**config.mk**
```make
export PLATFORM = sky130hd
export DESIGN_NAME = kvl_div
export DESIGN_NICKNAME = d
export VERILOG_FILES = /design/src/sv/kvl_pkg.sv /design/src/sv/kvl_div.sv
export SDC_FILE = /design/constraint.sdc
export NUM_CORES = 1
export LEC_CHECK = 0
export BUFFER_PORTS_ARGS = -buffer_cell sky130_fd_sc_hd__buf_2
export CAP_MARGIN = 30
export CELL_PAD_IN_SITES_DETAIL_PLACEMENT = 2
export CELL_PAD_IN_SITES_GLOBAL_PLACEMENT = 2
export CORE_MARGIN = 10
export CORE_UTILIZATION = 38
export DETAILED_ROUTE_END_ITERATION = 10
export GPL_TIMING_DRIVEN = 0
export PLACE_DENSITY = 0.86
export SETUP_SLACK_MARGIN = 0.3
export SYNTH_ARGS = -nofsm -noshare
export SYNTH_HDL_FRONTEND = slang
export SYNTH_SLANG_ARGS = --single-unit
```
**constraint.sdc**
```tcl
create_clock -name clk -period 4.05 [get_ports clk]
set_input_delay 0.6075 -clock clk [delete_from_list [all_inputs] [get_ports clk]]
set_output_delay 0.6075 -clock clk [all_outputs]
set_load 0.03 [all_outputs]
```
**src/sv/kvl_pkg.sv**
```systemverilog
package kvl_pkg;

  localparam int SLOT_REACH = 32;
  localparam int SLOT_W     = 5;
  localparam int KC_W       = 6;
  localparam int VAL_W      = 32;
  localparam int FRAC_BITS  = 16;
  localparam int DSR_W      = 32;
  localparam int DVD_W      = DSR_W + FRAC_BITS;
  localparam int CHUNK_W    = 16;
  localparam int DMAG_W     = VAL_W + 1;
  localparam int PP_W       = CHUNK_W + DMAG_W;
  localparam int ACC_W      = DVD_W + DMAG_W;

  typedef enum logic [3:0] {
    S_IDLE,
    S_ONE_RD,
    S_ONE_WAIT,
    S_SRCH_RD,
    S_SRCH_CMP,
    S_SEG0_RD,
    S_SEG1_RD,
    S_SEG1_WAIT,
    S_DIV,
    S_DIFF,
    S_MUL,
    S_ACC,
    S_FIN,
    S_DONE
  } kvl_state_t;

endpackage

```
**src/sv/kvl_div.sv**
```systemverilog
module kvl_div (
  input  logic                       clk,
  input  logic                       rst,
  input  logic                       start,
  input  logic [kvl_pkg::DVD_W-1:0]  dividend,
  input  logic [kvl_pkg::DSR_W-1:0]  divisor,
  output logic                       done,
  output logic [kvl_pkg::DVD_W-1:0]  quotient
);
  import kvl_pkg::*;

  localparam int CNT_W = $clog2(DVD_W + 1);

  logic [DVD_W-1:0] dvd;
  logic [DSR_W-1:0] rem;
  logic [DSR_W-1:0] dsr;
  logic [CNT_W-1:0] cnt;
  logic             busy;

  logic [DSR_W:0]   trial;
  logic [DSR_W:0]   diff;
  logic             ge;

  // restoring step: one quotient bit a cycle, quotient shifts in behind the dividend
  assign trial = {rem, dvd[DVD_W-1]};
  assign diff  = trial - {1'b0, dsr};
  assign ge    = trial >= {1'b0, dsr};

  always_ff @(posedge clk) begin
    if (rst) begin
      busy <= 1'b0;
      cnt  <= '0;
      done <= 1'b0;
    end else begin
      done <= busy && (cnt == CNT_W'(1));
      if (start) begin
        busy <= 1'b1;
        cnt  <= CNT_W'(DVD_W);
      end else if (busy) begin
        cnt <= cnt - CNT_W'(1);
        if (cnt == CNT_W'(1)) begin
          busy <= 1'b0;
        end
      end
    end
  end

  always_ff @(posedge clk) begin
    if (start) begin
      dvd <= dividend;
      rem <= '0;
      dsr <= divisor;
    end else if (busy) begin
      dvd <= {dvd[DVD_W-2:0], ge};
      rem <= ge ? diff[DSR_W-1:0] : trial[DSR_W-1:0];
    end
  end

  assign quotient = dvd;

  a_rem_below: assert property (@(posedge clk) disable iff (rst)
    busy |-> rem < dsr) else $error("divider remainder not below divisor");
  a_start_load: assert property (@(posedge clk) disable iff (rst)
    start |=> busy && cnt == CNT_W'(DVD_W)) else $error("divider did not start");
  a_done_idle: assert property (@(posedge clk) disable iff (rst)
    done |-> !busy) else $error("divider done while busy");

endmodule

```
==> out/qor.csv, run 1 <==
metric;value;unit
startpoint kind of the worst setup timing path;register;
Post-CTS Repair Setup Buffers;0;
number of nets in the layout;916;
num ports;132;
class of the most critical setup path;register to register;
cell count after placement;1008;
quantity of gates resized following cts;0;
Hold Path Class;primary input to register;
via total after detailed routing;5814;
Avg Inst Size Synth;10.58;µm²
Detailed Route Iter0 Violations;258;
proportion of netlist area held by the largest area contributor;35.03;%
Synthesized Nets;766;
Final Skew;0.01734;ns
post-detailed-placement half-perimeter wirelength;19.10;mm
library cell occupying the most area in the post-synthesis netlist;edfxtp_1;
clock buffers created by TritonCTS;17;
1st-pass router iterations;4;
final number of hold-violating endpoints;0;
async set-or-reset flop fraction in the synthesized netlist;0;%
path depth of the worst reg2reg path;11;
CTS sink cnt;120;
number of cells produced by synthesis;648;
max frequency;320.1;MHz
total track usage;21.67;%
total number of yosys warnings;0;
clock latency reported for the late side of the worst-skew pair;0.44;ns
area growth from synthesis to final layout;23.19;%
number of core rows;49;
part of the cycle the worst path needs;77.15;%
CP endpoint kind;register;
highest-delay cell along the critical path;fa_1;
core area;17840;µm²
antenna cells;0;
number of flip-flops and latches in the synthesized netlist;120;
drt via density;5.590;
run status;finished clean;
share of post-route cells with drive strength above 1;30.09;%
last weighted congestion value of the routability-driven placer;0.9100;
Max VDD drop;0.2942;mV
Unique masters post-synth;72;
crit-path cells;inv_1 -> ha_1 -> fa_1 -> nor2b_1 -> o21ai_0 -> and2_0 -> o211a_1 -> o31ai_2 -> a31oi_1 -> mux2_4 -> o21ai_2;
quantity of hold-fixing buffers added after cts;0;
most used cells in the layout excluding fill and tap cells;buf_2 (141), edfxtp_1 (80), nor2_1 (49), mux2_2 (48), inv_1 (43);
CP peak stage delay;0.44;ns
ANT nets after route;0;
maximum number of pins on one net before global-route repair;37;
Avg WL per Cell;24.56;µm
pwr dens;479.9;nW/µm²
predominant post-synthesis flop cell;edfxtp_1;
sequential area share after synthesis;46.71;%
setup violators final;0;
total overflow reported by the global router;0;
aggregate negative setup slack;0;ns
Crit path arrival time;3.48;ns
first-pass GRT wire length;40.50;mm
Clock H-tree levels;4;
clock tree from TritonCTS;yes;
post-CTS clock slew at the launch and capture registers of the worst setup and hold paths;0.06;ns
chip height;154.3;µm
Buffers on Ports;130;
Slew HR;39.20;%
number of enable-type register cells in the synthesized netlist;80;
data required time of the worst path;4.41;ns
DRC violations left;0;
antenna violations before repair;0;
fin cells;1040;
worst hold path depth;1;
CTS Root Buffer Type;clkbuf_16;
highest net fanout along the worst path;4;
RSZ-0062 raised after global routing;no;
maximum clock path buffer count;2;
largest cells by area after synthesis;edfxtp_1 (35%), dfxtp_1 (12%), mux2_2 (7.9%), ha_1 (6.2%), mux2i_1 (3.1%);
Post-Syn Area;6858;µm²
overall routed net length;25.54;mm
static leakage;0.003508;µW
vias in the first global route;6894;
DIE AREA;23820;µm²
most common library cell in the layout ignoring fill and taps;buf_2;
initial cell density of the core;38.44;%
Worst Tran Pin Value;0.9120;ns
Max Slew Vio Count;0;
min cycle time layout;3.124;ns
Horiz. Die Dim;154.3;µm
Max-cap violations;0;
==> worst max-delay path, delay by kind of cell (launching register included) <==
kind | cells | cell delay (ns)
and+or+nand+nor | 2 | 0.47
DFF | 1 | 0.36
adders and majority gates | 2 | 0.71
buffers and inverters | 1 | 0.05
muxes | 1 | 0.33
AOI/OAI and AO/OA | 5 | 1.13
==> metrics by stage <==
stage	hold WS (ns)	utilization, %	area, µm²	worst slack (ns)	power [µW]
floorplan	0.4451	-	6858	1.297	2072
global placement	0.4620	43.69	7795	0.4285	2303
detailed placement	0.4904	43.80	7815	0.9719	2377
CTS	0.3330	47.35	8448	0.9372	4082
global route	0.3279	47.35	8448	0.7978	4218
finish	0.3465	47.35	8448	0.9256	4054
==> sequential cells by signal, summed over array words and instances, names as in the netlist <==
| register | cells |
|---|---|
| quotient | 48 |
| dsr | 32 |
| rem | 32 |
| cnt | 6 |
| busy | 1 |
| done | 1 |
==> cells by family (layout without fill, tap and decap cells) <==
logic type / count (synthesis) / in the layout / share of synthesized area, %
xor+xnor: 30 / 30 / 3.831
mux: 70 / 70 / 11.17
flops: 120 / 120 / 46.71
buf+inv: 80 / 243 / 5.364
fa+ha+maj: 35 / 35 / 6.495
compound gates: 141 / 141 / 13.90
simple gates: 172 / 172 / 12.53
==> worst paths after layout <==
kind                              startpoint  endpoint  slack [ns]
worst max-delay path            quotient[47]   rem[30]        0.93
worst min-delay path             divisor[14]   dsr[14]        0.35
worst max register to register  quotient[47]   rem[30]        0.93
worst min register to register       rem[26]   rem[26]        0.49
==> synthesized netlist by cell type, types with 9 or more instances <==
cell	n
a211oi_1	19
a21o_1	9
a21oi_1	35
buf_2	11
clkbuf_1	14
dfxtp_1	40
edfxtp_1	80
ha_1	34
inv_1	44
mux2_2	48
mux2i_1	21
nand2_1	42
nand3_1	15
nand4_1	9
nor2_1	49
nor3_1	11
o21ai_0	21
xnor2_1	17
xor2_1	13
==> cell type report <==
cell class,count,area (µm²)
timing repair buffer,131,670.6
sequential,120,3203
multi-input combinational,448,3287
inverter,44,165.2
clock buffer,19,432.9
buffer,36,202.7
fill,1869,9393
clock inverter,13,200.2
tap,229,286.5
==> routing by layer <==
layer  vias up  wire length, µm  GRT usage [%]
met4         0              482          6.838
li1       2676                -              -
met1      2941            10260          23.90
met5         -                0              0
met3        27             2180          9.040
met2       170            12620          37.02
==> where the power goes <==
group          internal (µW)  switching [µW]
Sequential              1430            67.6
Combinational            312             559
Clock                   1090             597
(Power assumes the default switching activity.)
==> run 2: changes to the inputs <==
Settings changed: CORE_UTILIZATION 38 to 32, PLACE_DENSITY 0.86 to 0.77.
Clock period 4.05 ns to 2.59 ns, I/O delays scaled along.
==> run 2 against run 1 <==
Effect of this change:
- the flow now finishes with violations (setup timing)
- clock power grew 46%
- power grew 63%
- global-route usage shrank 3.0 points
- largest cell class unchanged
==> out/qor.csv, run 2 (synthesized netlist as in run 1, its figures left out) <==
metric;value;unit;change
overall routed net length;28.80;mm;+13%
Final Skew;0.01980;ns;+0.002469 ns
most common library cell in the layout ignoring fill and taps;buf_2;;
cell count after placement;1054;;+4.6%
endpoint of the worst hold-timing path;dsr[27];;
first-pass GRT wire length;41.14;mm;+1.6%
worst hold path depth;1;;unchanged
Max Slew Vio Count;0;;unchanged
Avg WL per Cell;25.08;µm;+2.1%
1st-pass router iterations;5;;+1
FF-to-FF Start;dsr[19];;
share of post-route cells with drive strength above 1;47.25;%;+17 points
number of nets in the layout;977;;+6.7%
CP delay by family, top;compound AO/OA/AOI/OAI gates;;
violated checks;setup timing;;
share of total power in sequential cells;35.6;%;-1.4 points
Worst Tran Pin Value;0.8846;ns;-0.02734 ns
chip height;166.4;µm;+7.8%
Psw;2190;µW;+79%
CP peak stage delay;0.38;ns;-0.06 ns
standard cell area after detailed placement;7888;µm²;+0.93%
total overflow reported by the global router;0;;unchanged
Comb pwr share;27.0;%;+5.5 points
vias in the first global route;7005;;+1.6%
core area;21020;µm²;+18%
Hold Path Class;primary input to register;;
pwr dens;685.2;nW/µm²;+43%
post-CTS clock slew at the launch and capture registers of the worst setup and hold paths;0.06;ns;about the same
Horiz. Die Dim;166.4;µm;+7.8%
via total after detailed routing;6217;;+6.9%
top routing layer in use;met5;;
Layout fillers;2155;;+15%
Final Cell Area;9623;µm²;+14%
path depth of the worst reg2reg path;13;;+2
quantity of hold-fixing buffers added after cts;0;;unchanged
WL met3;2.272;mm;+4.2%
initial cell density of the core;32.62;%;-5.8 points
design internal power;4404;µW;+56%
maximum clock path buffer count;2;;unchanged
Max VDD drop;0.4383;mV;+49%
post-detailed-placement half-perimeter wirelength;17.58;mm;-7.9%
fraction of power spent switching nets;33.21;%;+3.0 points
num ports;132;;unchanged
Final Hold Slack;0.1172;ns;-0.2293 ns
data required time of the worst path;2.93;ns;-1.48 ns
last weighted congestion value of the routability-driven placer;0.8997;;-1.1%
total met2 wirelength after detailed routing;14.28;mm;+13%
aggregate negative setup slack;-5.876;ns;-5.876 ns
setup violators final;33;;+33
part of the cycle the worst path needs;111.1;%;+34 points
Clock H-tree levels;4;;unchanged
startpoint kind of the worst setup timing path;register;;
CTS sink cnt;120;;unchanged
part of the power in the clock network;37.4;%;-4.2 points
highest net fanout along the worst path;9;;+5
clock tree from TritonCTS;yes;;
drt via density;5.416;;-3.1%
max frequency;347.6;MHz;+8.6%
RSZ-0062 raised after global routing;yes;;
Slew HR;41.02;%;+1.8 points
crit-path cells;inv_2 -> ha_1 -> buf_6 -> buf_4 -> nand2_1 -> o21ai_2 -> o311ai_4 -> o21ai_4 -> or2_1 -> buf_8 -> clkbuf_16 -> mux2i_1 -> a211oi_1;;
final number of hold-violating endpoints;0;;unchanged
class of the most critical setup path;register to register;;
number of core rows;53;;+8.2%
fin cells;1148;;+10%
CTS Root Buffer Type;clkbuf_16;;
run status;complete, but fails checks;;
CP endpoint kind;register;;
hold path startpoint;divisor[27];;
static leakage;0.003906;µW;+11%
DIE AREA;27690;µm²;+16%
clock latency reported for the late side of the worst-skew pair;0.45;ns;about the same
antenna violations before repair;3;;+3
Crit path arrival time;3.22;ns;-0.26 ns
Detailed Route Iter0 Violations;280;;+8.5%
reg-to-reg critical path endpoint;rem[19];;
WL met1;11.18;mm;+9.0%
flip-flop count of the largest register after layout;48;;unchanged
highest-delay cell along the critical path;edfxtp_1;;
area growth from synthesis to final layout;40.32;%;
min cycle time layout;2.877;ns;-0.2478 ns
Buffers on Ports;130;;unchanged
clock buffers created by TritonCTS;17;;unchanged
total power of the final layout;6594;µW;+63%
maximum number of pins on one net before global-route repair;37;;unchanged
ANT nets after route;0;;unchanged
Max-cap violations;0;;unchanged
DRC violations left;0;;unchanged
most used cells in the layout excluding fill and tap cells;buf_2 (131), edfxtp_1 (80), buf_4 (57), mux2_2 (48), nor2_1 (45);;
internal reg-to-reg setup slack;-0.29;ns;-1.21 ns
post-layout worst setup margin;-0.2866;ns;-1.212 ns
total track usage;18.63;%;-3.0 points
buffering stage count on the worst path with inverters included;5;;+4
[run 2: power groups by stage]
stage / sequential [µW] / combinational [µW] / clock, µW
6_report: 2350 / 1780 / 2470
5_1_grt: 2370 / 1900 / 2590
3_3_place_gp: 2370 / 1260 / 0
4_1_cts: 2340 / 1560 / 2510
2_1_floorplan: 2510 / 739 / 0
3_5_place_dp: 2370 / 1320 / 0
[run 2: final cells by class]
type | count | area, µm² | area share (%)
diodes | 1 | 2.502 | 0.02600
plain buffers | 36 | 274.0 | 2.847
clock buffers | 18 | 429.2 | 4.460
clock inverters | 14 | 163.9 | 1.703
inverters | 44 | 167.7 | 1.742
multi-input cells | 448 | 3846 | 39.97
flip-flops and latches | 120 | 3204 | 33.30
well taps | 275 | 344.1 | 3.576
repair buffers | 192 | 1191 | 12.38
[run 2: worst max path at each step]
stage                 start           end  slack, ns  depth (start not counted)
2_1_floorplan  quotient[47]       rem[30]      -0.04                         11
3_5_place_dp        dsr[16]   quotient[0]      -0.31                         11
6_report            dsr[19]       rem[19]      -0.29                         13
4_1_cts              dsr[3]   quotient[0]      -0.08                         11
3_3_place_gp          start  quotient[23]      -0.85                          4
5_1_grt              dsr[8]       rem[19]      -0.37                         12
[run 2: through the flow]
stage / setup WS (ns) / utilization (%)
6_report: -0.2866 / 45.78
3_5_place_dp: -0.3091 / 37.52
5_1_grt: -0.3659 / 45.77
3_3_place_gp: -0.8472 / 37.43
4_1_cts: -0.08105 / 44.00
2_1_floorplan: -0.03754 / -
[run 2: routing by layer]
metal,up-vias,track usage (%)
met5,-,0
met1,3065,21.15
met3,71,7.383
li1,2807,-
met2,270,31.37
met4,4,5.918
[run 2: what timing repair did]
item	4_1_cts	5_1_grt
setup endpoints to repair	108	62
gates cloned	2	1
pin swaps	25	23
buffers inserted	47	11
gates resized for setup	97	65
